==> src/hw/rtl/lfd_pkg.sv <==
// Shared types, codes and reset values for the line follower drive controller.
package lfd_pkg;

  // Motor direction codes
  localparam logic [1:0] DIR_REV  = 2'd1;
  localparam logic [1:0] DIR_FWD  = 2'd2;
  localparam logic [1:0] DIR_STOP = 2'd3;

  // Configuration register indexes
  localparam int unsigned CFG_IDX_W = 3;
  localparam logic [CFG_IDX_W-1:0] REG_STRAIGHT   = 3'd0;
  localparam logic [CFG_IDX_W-1:0] REG_LEFT_SPIN  = 3'd1;
  localparam logic [CFG_IDX_W-1:0] REG_RSPIN_FWD  = 3'd2;
  localparam logic [CFG_IDX_W-1:0] REG_RSPIN_REV  = 3'd3;
  localparam logic [CFG_IDX_W-1:0] REG_NUDGE_LEFT = 3'd4;
  localparam logic [CFG_IDX_W-1:0] REG_NUDGE_RGHT = 3'd5;

  // Reset values of the speed registers
  localparam logic [7:0] RST_STRAIGHT   = 8'd180;
  localparam logic [7:0] RST_LEFT_SPIN  = 8'd180;
  localparam logic [7:0] RST_RSPIN_FWD  = 8'd200;
  localparam logic [7:0] RST_RSPIN_REV  = 8'd170;
  localparam logic [7:0] RST_NUDGE_LEFT = 8'd170;
  localparam logic [7:0] RST_NUDGE_RGHT = 8'd170;

  typedef enum logic [2:0] {
    CMD_STOP     = 3'd0,
    CMD_STRAIGHT = 3'd1,
    CMD_LSPIN    = 3'd2,
    CMD_RSPIN    = 3'd3,
    CMD_NLEFT    = 3'd4,
    CMD_NRIGHT   = 3'd5
  } cmd_t;

  typedef enum logic [2:0] {
    PH_DISPATCH    = 3'd0,
    PH_NUDGE_LEFT  = 3'd1,
    PH_NUDGE_RIGHT = 3'd2,
    PH_UTURN_FWD   = 3'd3,
    PH_UTURN_SPIN  = 3'd4,
    PH_TURN_SPIN   = 3'd5
  } phase_t;

  typedef struct packed {
    logic sense_far_right;
    logic sense_right;
    logic sense_centre;
    logic sense_left;
    logic sense_far_left;
  } sensors_t;

  typedef struct packed {
    logic [7:0] straight_speed;
    logic [7:0] left_spin_speed;
    logic [7:0] right_spin_forward;
    logic [7:0] right_spin_reverse;
    logic [7:0] nudge_left_speed;
    logic [7:0] nudge_right_speed;
  } cfg_t;

  typedef struct packed {
    logic [1:0] dir_b;
    logic [7:0] duty_b;
    logic [1:0] dir_a;
    logic [7:0] duty_a;
  } drive_t;

endpackage

==> src/hw/rtl/lfd_cfg.sv <==
// Speed register file written through the configuration port.
module lfd_cfg (
  input  logic                           clk,
  input  logic                           rst,
  input  logic                           cfg_wr_en,
  input  logic [lfd_pkg::CFG_IDX_W-1:0]  cfg_index,
  input  logic [7:0]                     cfg_data,
  output lfd_pkg::cfg_t                  cfg
);
  import lfd_pkg::*;

  // Load the addressed register; other indexes are ignored
  always_ff @(posedge clk) begin
    if (rst) begin
      cfg.straight_speed     <= RST_STRAIGHT;
      cfg.left_spin_speed    <= RST_LEFT_SPIN;
      cfg.right_spin_forward <= RST_RSPIN_FWD;
      cfg.right_spin_reverse <= RST_RSPIN_REV;
      cfg.nudge_left_speed   <= RST_NUDGE_LEFT;
      cfg.nudge_right_speed  <= RST_NUDGE_RGHT;
    end else if (cfg_wr_en) begin
      unique case (cfg_index)
        REG_STRAIGHT:   cfg.straight_speed     <= cfg_data;
        REG_LEFT_SPIN:  cfg.left_spin_speed    <= cfg_data;
        REG_RSPIN_FWD:  cfg.right_spin_forward <= cfg_data;
        REG_RSPIN_REV:  cfg.right_spin_reverse <= cfg_data;
        REG_NUDGE_LEFT: cfg.nudge_left_speed   <= cfg_data;
        REG_NUDGE_RGHT: cfg.nudge_right_speed  <= cfg_data;
        default: ;
      endcase
    end
  end

endmodule

==> src/hw/rtl/lfd_ctrl.sv <==
// Drive state machine: latched flags, phase and the command for each sample.
module lfd_ctrl (
  input  logic              clk,
  input  logic              rst,
  input  logic              step,
  input  lfd_pkg::sensors_t sns,
  output lfd_pkg::cmd_t     cmd
);
  import lfd_pkg::*;

  phase_t phase, phase_next;
  logic go_flag, go_flag_next;
  logic ul_flag, ul_flag_next;
  logic ur_flag, ur_flag_next;
  logic tl_flag, tl_flag_next;
  logic tr_flag, tr_flag_next;
  logic pending, pending_next;

  logic fl, l, c, r, fr;
  logic any_uturn, any_turn, fork_seen;

  assign fl = sns.sense_far_left;
  assign l  = sns.sense_left;
  assign c  = sns.sense_centre;
  assign r  = sns.sense_right;
  assign fr = sns.sense_far_right;
  assign any_uturn = ul_flag | ur_flag;
  assign any_turn  = tl_flag | tr_flag;
  assign fork_seen = (fl & l) | (r & fr);

  // Next state of phase and flags
  always_comb begin
    phase_next   = phase;
    go_flag_next = go_flag;
    ul_flag_next = ul_flag;
    ur_flag_next = ur_flag;
    tl_flag_next = tl_flag;
    tr_flag_next = tr_flag;
    pending_next = pending;
    unique case (phase)
      PH_DISPATCH: begin
        if (go_flag) begin
          if (fork_seen) begin
            if (l) begin
              go_flag_next = 1'b0;
              tl_flag_next = 1'b1;
            end else if (r) begin
              go_flag_next = 1'b0;
              tr_flag_next = 1'b1;
            end
          end else begin
            if (fl) begin
              ul_flag_next = 1'b1;
              go_flag_next = 1'b0;
            end else if (fr) begin
              ur_flag_next = 1'b1;
              go_flag_next = 1'b0;
            end
            if (l) begin
              phase_next   = PH_NUDGE_LEFT;
              pending_next = r;
            end else if (r) begin
              phase_next   = PH_NUDGE_RIGHT;
              pending_next = 1'b0;
            end
          end
        end else if (any_uturn) begin
          phase_next = c ? PH_UTURN_FWD : PH_UTURN_SPIN;
        end else if (any_turn) begin
          if (c) begin
            if (tr_flag) tr_flag_next = 1'b0;
            else         tl_flag_next = 1'b0;
            go_flag_next = 1'b1;
          end else begin
            phase_next = PH_TURN_SPIN;
          end
        end
      end
      PH_NUDGE_LEFT, PH_NUDGE_RIGHT: begin
        if (fl) begin
          ul_flag_next = 1'b1;
          go_flag_next = 1'b0;
        end else if (fr) begin
          ur_flag_next = 1'b1;
          go_flag_next = 1'b0;
        end
        if (phase == PH_NUDGE_LEFT) begin
          if (!l) begin
            if (pending) begin
              phase_next   = PH_NUDGE_RIGHT;
              pending_next = 1'b0;
            end else begin
              phase_next = PH_DISPATCH;
            end
          end
        end else if (!r) begin
          phase_next = PH_DISPATCH;
        end
      end
      PH_UTURN_FWD: begin
        if (!any_uturn)  phase_next = PH_DISPATCH;
        else if (!c)     phase_next = PH_UTURN_SPIN;
      end
      PH_UTURN_SPIN: begin
        if (!any_uturn) begin
          phase_next = PH_DISPATCH;
        end else if (c) begin
          if (ul_flag) ul_flag_next = 1'b0;
          else         ur_flag_next = 1'b0;
          go_flag_next = 1'b1;
          phase_next   = PH_DISPATCH;
        end
      end
      PH_TURN_SPIN: begin
        if (!any_turn) begin
          phase_next = PH_DISPATCH;
        end else if (c) begin
          if (tr_flag) tr_flag_next = 1'b0;
          else         tl_flag_next = 1'b0;
          go_flag_next = 1'b1;
          phase_next   = PH_DISPATCH;
        end
      end
      default: phase_next = PH_DISPATCH;
    endcase
  end

  // Command for the current sample
  always_comb begin
    cmd = CMD_STOP;
    unique case (phase)
      PH_DISPATCH: begin
        if (go_flag) begin
          if (fork_seen)  cmd = CMD_STRAIGHT;
          else if (l)     cmd = CMD_NLEFT;
          else if (r)     cmd = CMD_NRIGHT;
          else            cmd = CMD_STRAIGHT;
        end else if (any_uturn) begin
          cmd = c ? CMD_STRAIGHT : (ul_flag ? CMD_LSPIN : CMD_RSPIN);
        end else if (any_turn) begin
          cmd = c ? CMD_STRAIGHT : (tr_flag ? CMD_RSPIN : CMD_LSPIN);
        end
      end
      PH_NUDGE_LEFT: begin
        cmd = (!l && pending) ? CMD_NRIGHT : CMD_NLEFT;
      end
      PH_NUDGE_RIGHT: cmd = CMD_NRIGHT;
      PH_UTURN_FWD: begin
        if (any_uturn) cmd = c ? CMD_STRAIGHT : (ul_flag ? CMD_LSPIN : CMD_RSPIN);
      end
      PH_UTURN_SPIN: begin
        if (any_uturn) cmd = ul_flag ? CMD_LSPIN : CMD_RSPIN;
      end
      PH_TURN_SPIN: begin
        if (any_turn) cmd = tr_flag ? CMD_RSPIN : CMD_LSPIN;
      end
      default: cmd = CMD_STOP;
    endcase
  end

  // Advance the state once per processed sample
  always_ff @(posedge clk) begin
    if (rst) begin
      phase   <= PH_DISPATCH;
      go_flag <= 1'b1;
      ul_flag <= 1'b0;
      ur_flag <= 1'b0;
      tl_flag <= 1'b0;
      tr_flag <= 1'b0;
      pending <= 1'b0;
    end else if (step) begin
      phase   <= phase_next;
      go_flag <= go_flag_next;
      ul_flag <= ul_flag_next;
      ur_flag <= ur_flag_next;
      tl_flag <= tl_flag_next;
      tr_flag <= tr_flag_next;
      pending <= pending_next;
    end
  end

  a_phase_known: assert property (@(posedge clk) disable iff (rst)
    phase <= PH_TURN_SPIN)
    else $error("phase outside the defined range");

  a_turn_phase_flag: assert property (@(posedge clk) disable iff (rst)
    (phase == PH_TURN_SPIN) |-> any_turn)
    else $error("turn spin phase without a turn flag");

  a_uturn_phase_flag: assert property (@(posedge clk) disable iff (rst)
    (phase == PH_UTURN_FWD || phase == PH_UTURN_SPIN) |-> any_uturn)
    else $error("U-turn phase without a U-turn flag");

  a_pending_nudge_left: assert property (@(posedge clk) disable iff (rst)
    pending |-> (phase == PH_NUDGE_LEFT))
    else $error("right nudge pending outside a left nudge");

endmodule

==> src/hw/rtl/lfd_emit.sv <==
// Map a drive command onto duty and direction for both motors.
module lfd_emit (
  input  lfd_pkg::cmd_t   cmd,
  input  lfd_pkg::cfg_t   cfg,
  output lfd_pkg::drive_t drive
);
  import lfd_pkg::*;

  logic [7:0] mag_a, mag_b;
  logic       rev_a, rev_b;

  // Select magnitudes and reverse marks
  always_comb begin
    mag_a = '0;
    mag_b = '0;
    rev_a = 1'b0;
    rev_b = 1'b0;
    unique case (cmd)
      CMD_STRAIGHT: begin
        mag_a = cfg.straight_speed;
        mag_b = cfg.straight_speed;
      end
      CMD_LSPIN: begin
        mag_a = cfg.left_spin_speed;
        mag_b = cfg.left_spin_speed;
        rev_a = 1'b1;
      end
      CMD_RSPIN: begin
        mag_a = cfg.right_spin_forward;
        mag_b = cfg.right_spin_reverse;
        rev_b = 1'b1;
      end
      CMD_NLEFT: begin
        mag_a = cfg.nudge_left_speed;
        mag_b = cfg.nudge_left_speed;
        rev_a = 1'b1;
      end
      CMD_NRIGHT: begin
        mag_a = cfg.nudge_right_speed;
        mag_b = cfg.nudge_right_speed;
        rev_b = 1'b1;
      end
      default: ;
    endcase
  end

  // Zero duty always reads as stop
  assign drive.duty_a = mag_a;
  assign drive.duty_b = mag_b;
  assign drive.dir_a  = (mag_a == '0) ? DIR_STOP : (rev_a ? DIR_REV : DIR_FWD);
  assign drive.dir_b  = (mag_b == '0) ? DIR_STOP : (rev_b ? DIR_REV : DIR_FWD);

endmodule

==> src/hw/rtl/line_follower_drive_fsm_top.sv <==
// Top level of the line follower drive controller: stream ports and pipeline registers.
// An accepted sensor transaction is registered at the input, its drive command at m_tdata.
// Throughput: one transaction per cycle unless m_tready stalls; lfd_ctrl steps per sample.
// An input register and an output register separate the two sides, so a sample is
// taken while a finished command still waits on a stalled output.
// Reset (rst, synchronous): pipeline empty, go flag set, phase at dispatch, speeds at defaults.
module line_follower_drive_fsm_top (
  input  logic                          clk,
  input  logic                          rst,
  input  logic                          s_tvalid,
  output logic                          s_tready,
  input  logic [7:0]                    s_tdata,  // [0] far left, [1] left, [2] centre,
                                                  // [3] right, [4] far right, [7:5] zero
  output logic                          m_tvalid,
  input  logic                          m_tready,
  output logic [23:0]                   m_tdata,  // [7:0] duty_a, [9:8] dir_a,
                                                  // [17:10] duty_b, [19:18] dir_b, [23:20] zero
  input  logic                          cfg_wr_en,
  input  logic [lfd_pkg::CFG_IDX_W-1:0] cfg_index,
  input  logic [7:0]                    cfg_data
);
  import lfd_pkg::*;

  logic     in_valid;
  sensors_t in_sns;
  logic     advance;
  cmd_t     cmd;
  cfg_t     cfg;
  drive_t   drive;
  drive_t   out_drive;

  assign advance  = in_valid && (!m_tvalid || m_tready);
  assign s_tready = !in_valid || advance;

  // Input register
  always_ff @(posedge clk) begin
    if (rst) begin
      in_valid <= 1'b0;
    end else if (s_tvalid && s_tready) begin
      in_valid <= 1'b1;
    end else if (advance) begin
      in_valid <= 1'b0;
    end
  end

  always_ff @(posedge clk) begin
    if (s_tvalid && s_tready) begin
      in_sns <= sensors_t'(s_tdata[4:0]);
    end
  end

  lfd_cfg u_cfg (
    .clk       (clk),
    .rst       (rst),
    .cfg_wr_en (cfg_wr_en),
    .cfg_index (cfg_index),
    .cfg_data  (cfg_data),
    .cfg       (cfg)
  );

  lfd_ctrl u_ctrl (
    .clk  (clk),
    .rst  (rst),
    .step (advance),
    .sns  (in_sns),
    .cmd  (cmd)
  );

  lfd_emit u_emit (
    .cmd   (cmd),
    .cfg   (cfg),
    .drive (drive)
  );

  // Output register
  always_ff @(posedge clk) begin
    if (rst) begin
      m_tvalid <= 1'b0;
    end else if (advance) begin
      m_tvalid <= 1'b1;
    end else if (m_tready) begin
      m_tvalid <= 1'b0;
    end
  end

  always_ff @(posedge clk) begin
    if (advance) begin
      out_drive <= drive;
    end
  end

  assign m_tdata = {4'b0000, out_drive};

endmodule

==> config.mk <==
export PLATFORM = sky130hd
export DESIGN_NAME = line_follower_drive_fsm_top
export DESIGN_NICKNAME = d
export VERILOG_FILES = /design/src/hw/rtl/lfd_pkg.sv /design/src/hw/rtl/lfd_cfg.sv /design/src/hw/rtl/lfd_ctrl.sv /design/src/hw/rtl/lfd_emit.sv /design/src/hw/rtl/line_follower_drive_fsm_top.sv
export SDC_FILE = /design/constraint.sdc
export NUM_CORES = 1
export LEC_CHECK = 0
export ABC_AREA = 1
export BUFFER_PORTS_ARGS = -buffer_cell sky130_fd_sc_hd__buf_2
export CORE_MARGIN = 2
export CORE_UTILIZATION = 50
export DETAILED_ROUTE_END_ITERATION = 10
export GPL_TIMING_DRIVEN = 0
export PLACE_DENSITY = 0.69
export RECOVER_POWER = 25
export SETUP_SLACK_MARGIN = 0.1
export SYNTH_ARGS = -nofsm -noshare
export SYNTH_HDL_FRONTEND = slang
export SYNTH_SLANG_ARGS = --single-unit
==> constraint.sdc <==
create_clock -name clk -period 5.9 [get_ports clk]
set_clock_uncertainty 0.15 [all_clocks]
set_input_delay 1.18 -clock clk [delete_from_list [all_inputs] [get_ports clk]]
set_output_delay 1.18 -clock clk [all_outputs]
set_load 0.02 [all_outputs]
==> run metrics <==
total grt overflow=0; internal power=930 uW; worst hold slack=318 ps; CP endpoint=s_tready; xor/xnor share of the synthesized area=0%; Clock power frac=28.1%; Tcrit/Tclk final=49.9%; crit end category=primary output; Post-Synth Adder-Cell Area=0%; Slew HR=41.3%; Worst Hold Class=flip-flop to flip-flop; worst path cell trace=buf_2 -> inv_1 -> nand3_1 -> buf_2; mux share of post-synthesis cell area=0%; pre-CTS WS=2670 ps; Synth top area share=28.7%; minimum clock period=2940 ps; core footprint=8090 sq um; Die W=94.7 microns; post-cts resize count=0; flop-to-flop setup slack=3340 ps; top-count cell post-synth=nand2_1; FF-to-FF End=m_tdata[9]$_SDFFCE_PN1P_; Crit path top cell by count=buf_2; Antenna Nets Post-Route=0; Initial DRT Pass Iterations=5; FF+latch count, synth=84; Slew Viols, Final=0; number of global-route vias before repair=3459; Die ar.=8960 sq um; largest net degree at the start of global routing=25; leakage power=2.18 nW; Fin. Hold Viols=0; Placed Area=4460 sq um; Die Span Y=94.7 microns; postcts setup bufs=0; Netlist Area Pre-Place=4110 sq um; reg2reg start=in_sns[1]$_DFFE_PP_; logic gate share of total power=24.9%; Clock transition at path regs=100 ps; Syn-to-layout area delta=12.7%; CTS tree=yes; R2R depth=14; I/O Buffers=42; slack of the critical path=2960 ps; RSZ-0062 raised after global routing=no; GRT Total Usage=25.2%; GP Congestion=0.941; H-tree levels=3; Worst-Margin Slew=879 ps; sw frac=34.1%; final instance area=4630 sq um; PwrDens=305 nW/um^2; Synth area leader=dfxtp_1; Root Driver=clkbuf_8; Placed Cells=695; via/cell ratio=5.34; total power=1.41 mW; Synth Area in Compound Gates=7.91%; Setup violations, final=0; fin cells=711; sequential share of the synthesized area=47.0%; Psw=482 uW; # nets final=625; Post-synth top cells=nand2_1, nor2_1, nand3_1; FP Rows=33; Arrival @ worst endpoint=1610 ps; clock buffer depth=2; simple-gate portion of the synthesized area=36.7%; unique cell type count in the Yosys netlist=31; setup TNS=0 ps; Sequential Power Share=47.0%; slowest cell on the critical path=buf_2; routed vias=3795; crit path launch=m_tready; Antenna Cells=0; Post-synth top flop=dfxtp_1; fmax=340 MHz; largest family of logic cells by synthesized area=simple AND/OR/NAND/NOR gates; CP Class=primary input to primary output; Post-synth ARST share=0%; critical path fanouts, max=3; Max Cap Viol=0; initial antenna violation count=0; CTS buffer count=9; Skew-Pair Late Insertion Delay=360 ps; Clock Sinks=84; layout cells sized above 1=13.4%; Starting Density=50.8%; Ys Warns=0; fin util=57.3%; worst vdd ir=0.147 mV; Total Wirelength=10700 microns; largest cells by area after synthesis=dfxtp_1, edfxtp_1, nand2_1; Avg Cell Area, Syn=7.54 sq um; detailed placement HPWL=8000 microns; number of synthesized flops with an enable pin=25; drc violations=0; io pins=50; Avg WL per Cell=15.0 microns; Initial DRC Count=183; # hold bufs at CTS=0; outcome=finished, final reports clean; first-pass GRT wire length=17100 microns; CP peak stage delay=180 ps; Worst Path Required=4570 ps; crit start category=primary input; Cells after Synth=545
layout by cell type (no fill, tap or decap), types with 3 or more instances in the layout:
cell	instances
conb_1	4
nand4_1	10
nor2_1	100
dfxtp_1	59
nand2_2	3
inv_2	3
clkbuf_1	23
nand3_1	70
nand2_1	117
clkbuf_8	9
o21ai_0	39
buf_2	26
nor2_4	3
edfxtp_1	25
buf_4	5
a21oi_1	11
buf_6	5
nand3_2	12
inv_1	54
final cells by class:
type	instances	area, sq um
clock buffer	10	149
inverter	58	218
fill	803	3460
tap	105	131
clock inverter	6	43.8
buffer	17	123
sequential	84	1930
timing repair buffer	42	188
multi-input combinational	389	1850
power groups by stage:
stage                     registers, mW  clock network [mW]  logic [mW]
after floorplan                   0.691                   0       0.235
after global placement            0.675                   0       0.345
after detailed placement          0.675                   0       0.350
after CTS                         0.662               0.403       0.353
after global routing              0.666               0.426       0.392
final                             0.663               0.397       0.352
per-layer routing:
layer | routed length [microns] | vias up | track usage [%]
met3 | 667 | 26 | 3.59
met5 | 0 | - | 0
li1 | - | 1896 | -
met1 | 4670 | 1730 | 33.5
met4 | 336 | 0 | 11.2
met2 | 4970 | 143 | 40.8
worst min-delay path by stage:
stage,depth (start not counted),startpoint,end
after detailed placement,2,u_cfg.cfg[7]$_SDFFE_PP1P_,u_cfg.cfg[7]$_SDFFE_PP1P_
after CTS,2,u_cfg.cfg[7]$_SDFFE_PP1P_,u_cfg.cfg[7]$_SDFFE_PP1P_
after floorplan,2,u_cfg.cfg[11]$_SDFFE_PP1P_,u_cfg.cfg[11]$_SDFFE_PP1P_
final,2,u_cfg.cfg[7]$_SDFFE_PP1P_,u_cfg.cfg[7]$_SDFFE_PP1P_
after global routing,2,u_cfg.cfg[3]$_SDFFE_PP1P_,u_cfg.cfg[3]$_SDFFE_PP1P_
after global placement,2,u_cfg.cfg[3]$_SDFFE_PP1P_,u_cfg.cfg[3]$_SDFFE_PP1P_
flip-flops by register name, summed over array words and instances (netlist names):
| name | flops |
|---|---|
| u_ctrl.ul_flag | 1 |
| u_ctrl.tr_flag | 1 |
| u_ctrl.tl_flag | 1 |
| u_ctrl.go_flag | 1 |
| in_sns | 5 |
| u_ctrl.pending | 1 |
| u_ctrl.phase | 3 |
| m_tdata | 20 |
| u_cfg.cfg | 48 |
| u_ctrl.ur_flag | 1 |
| in_valid | 1 |
| m_tvalid | 1 |
cells by family after synthesis:
family	count (synthesis)
compound gates	60
buf+inv	75
flops	84
other cells	1
simple gates	325
worst max-delay path, delay by kind of cell:
family / cells / cell delay (ps)
buf+inv: 3 / 320
simple gates: 1 / 100
(Power assumes the default switching activity.)
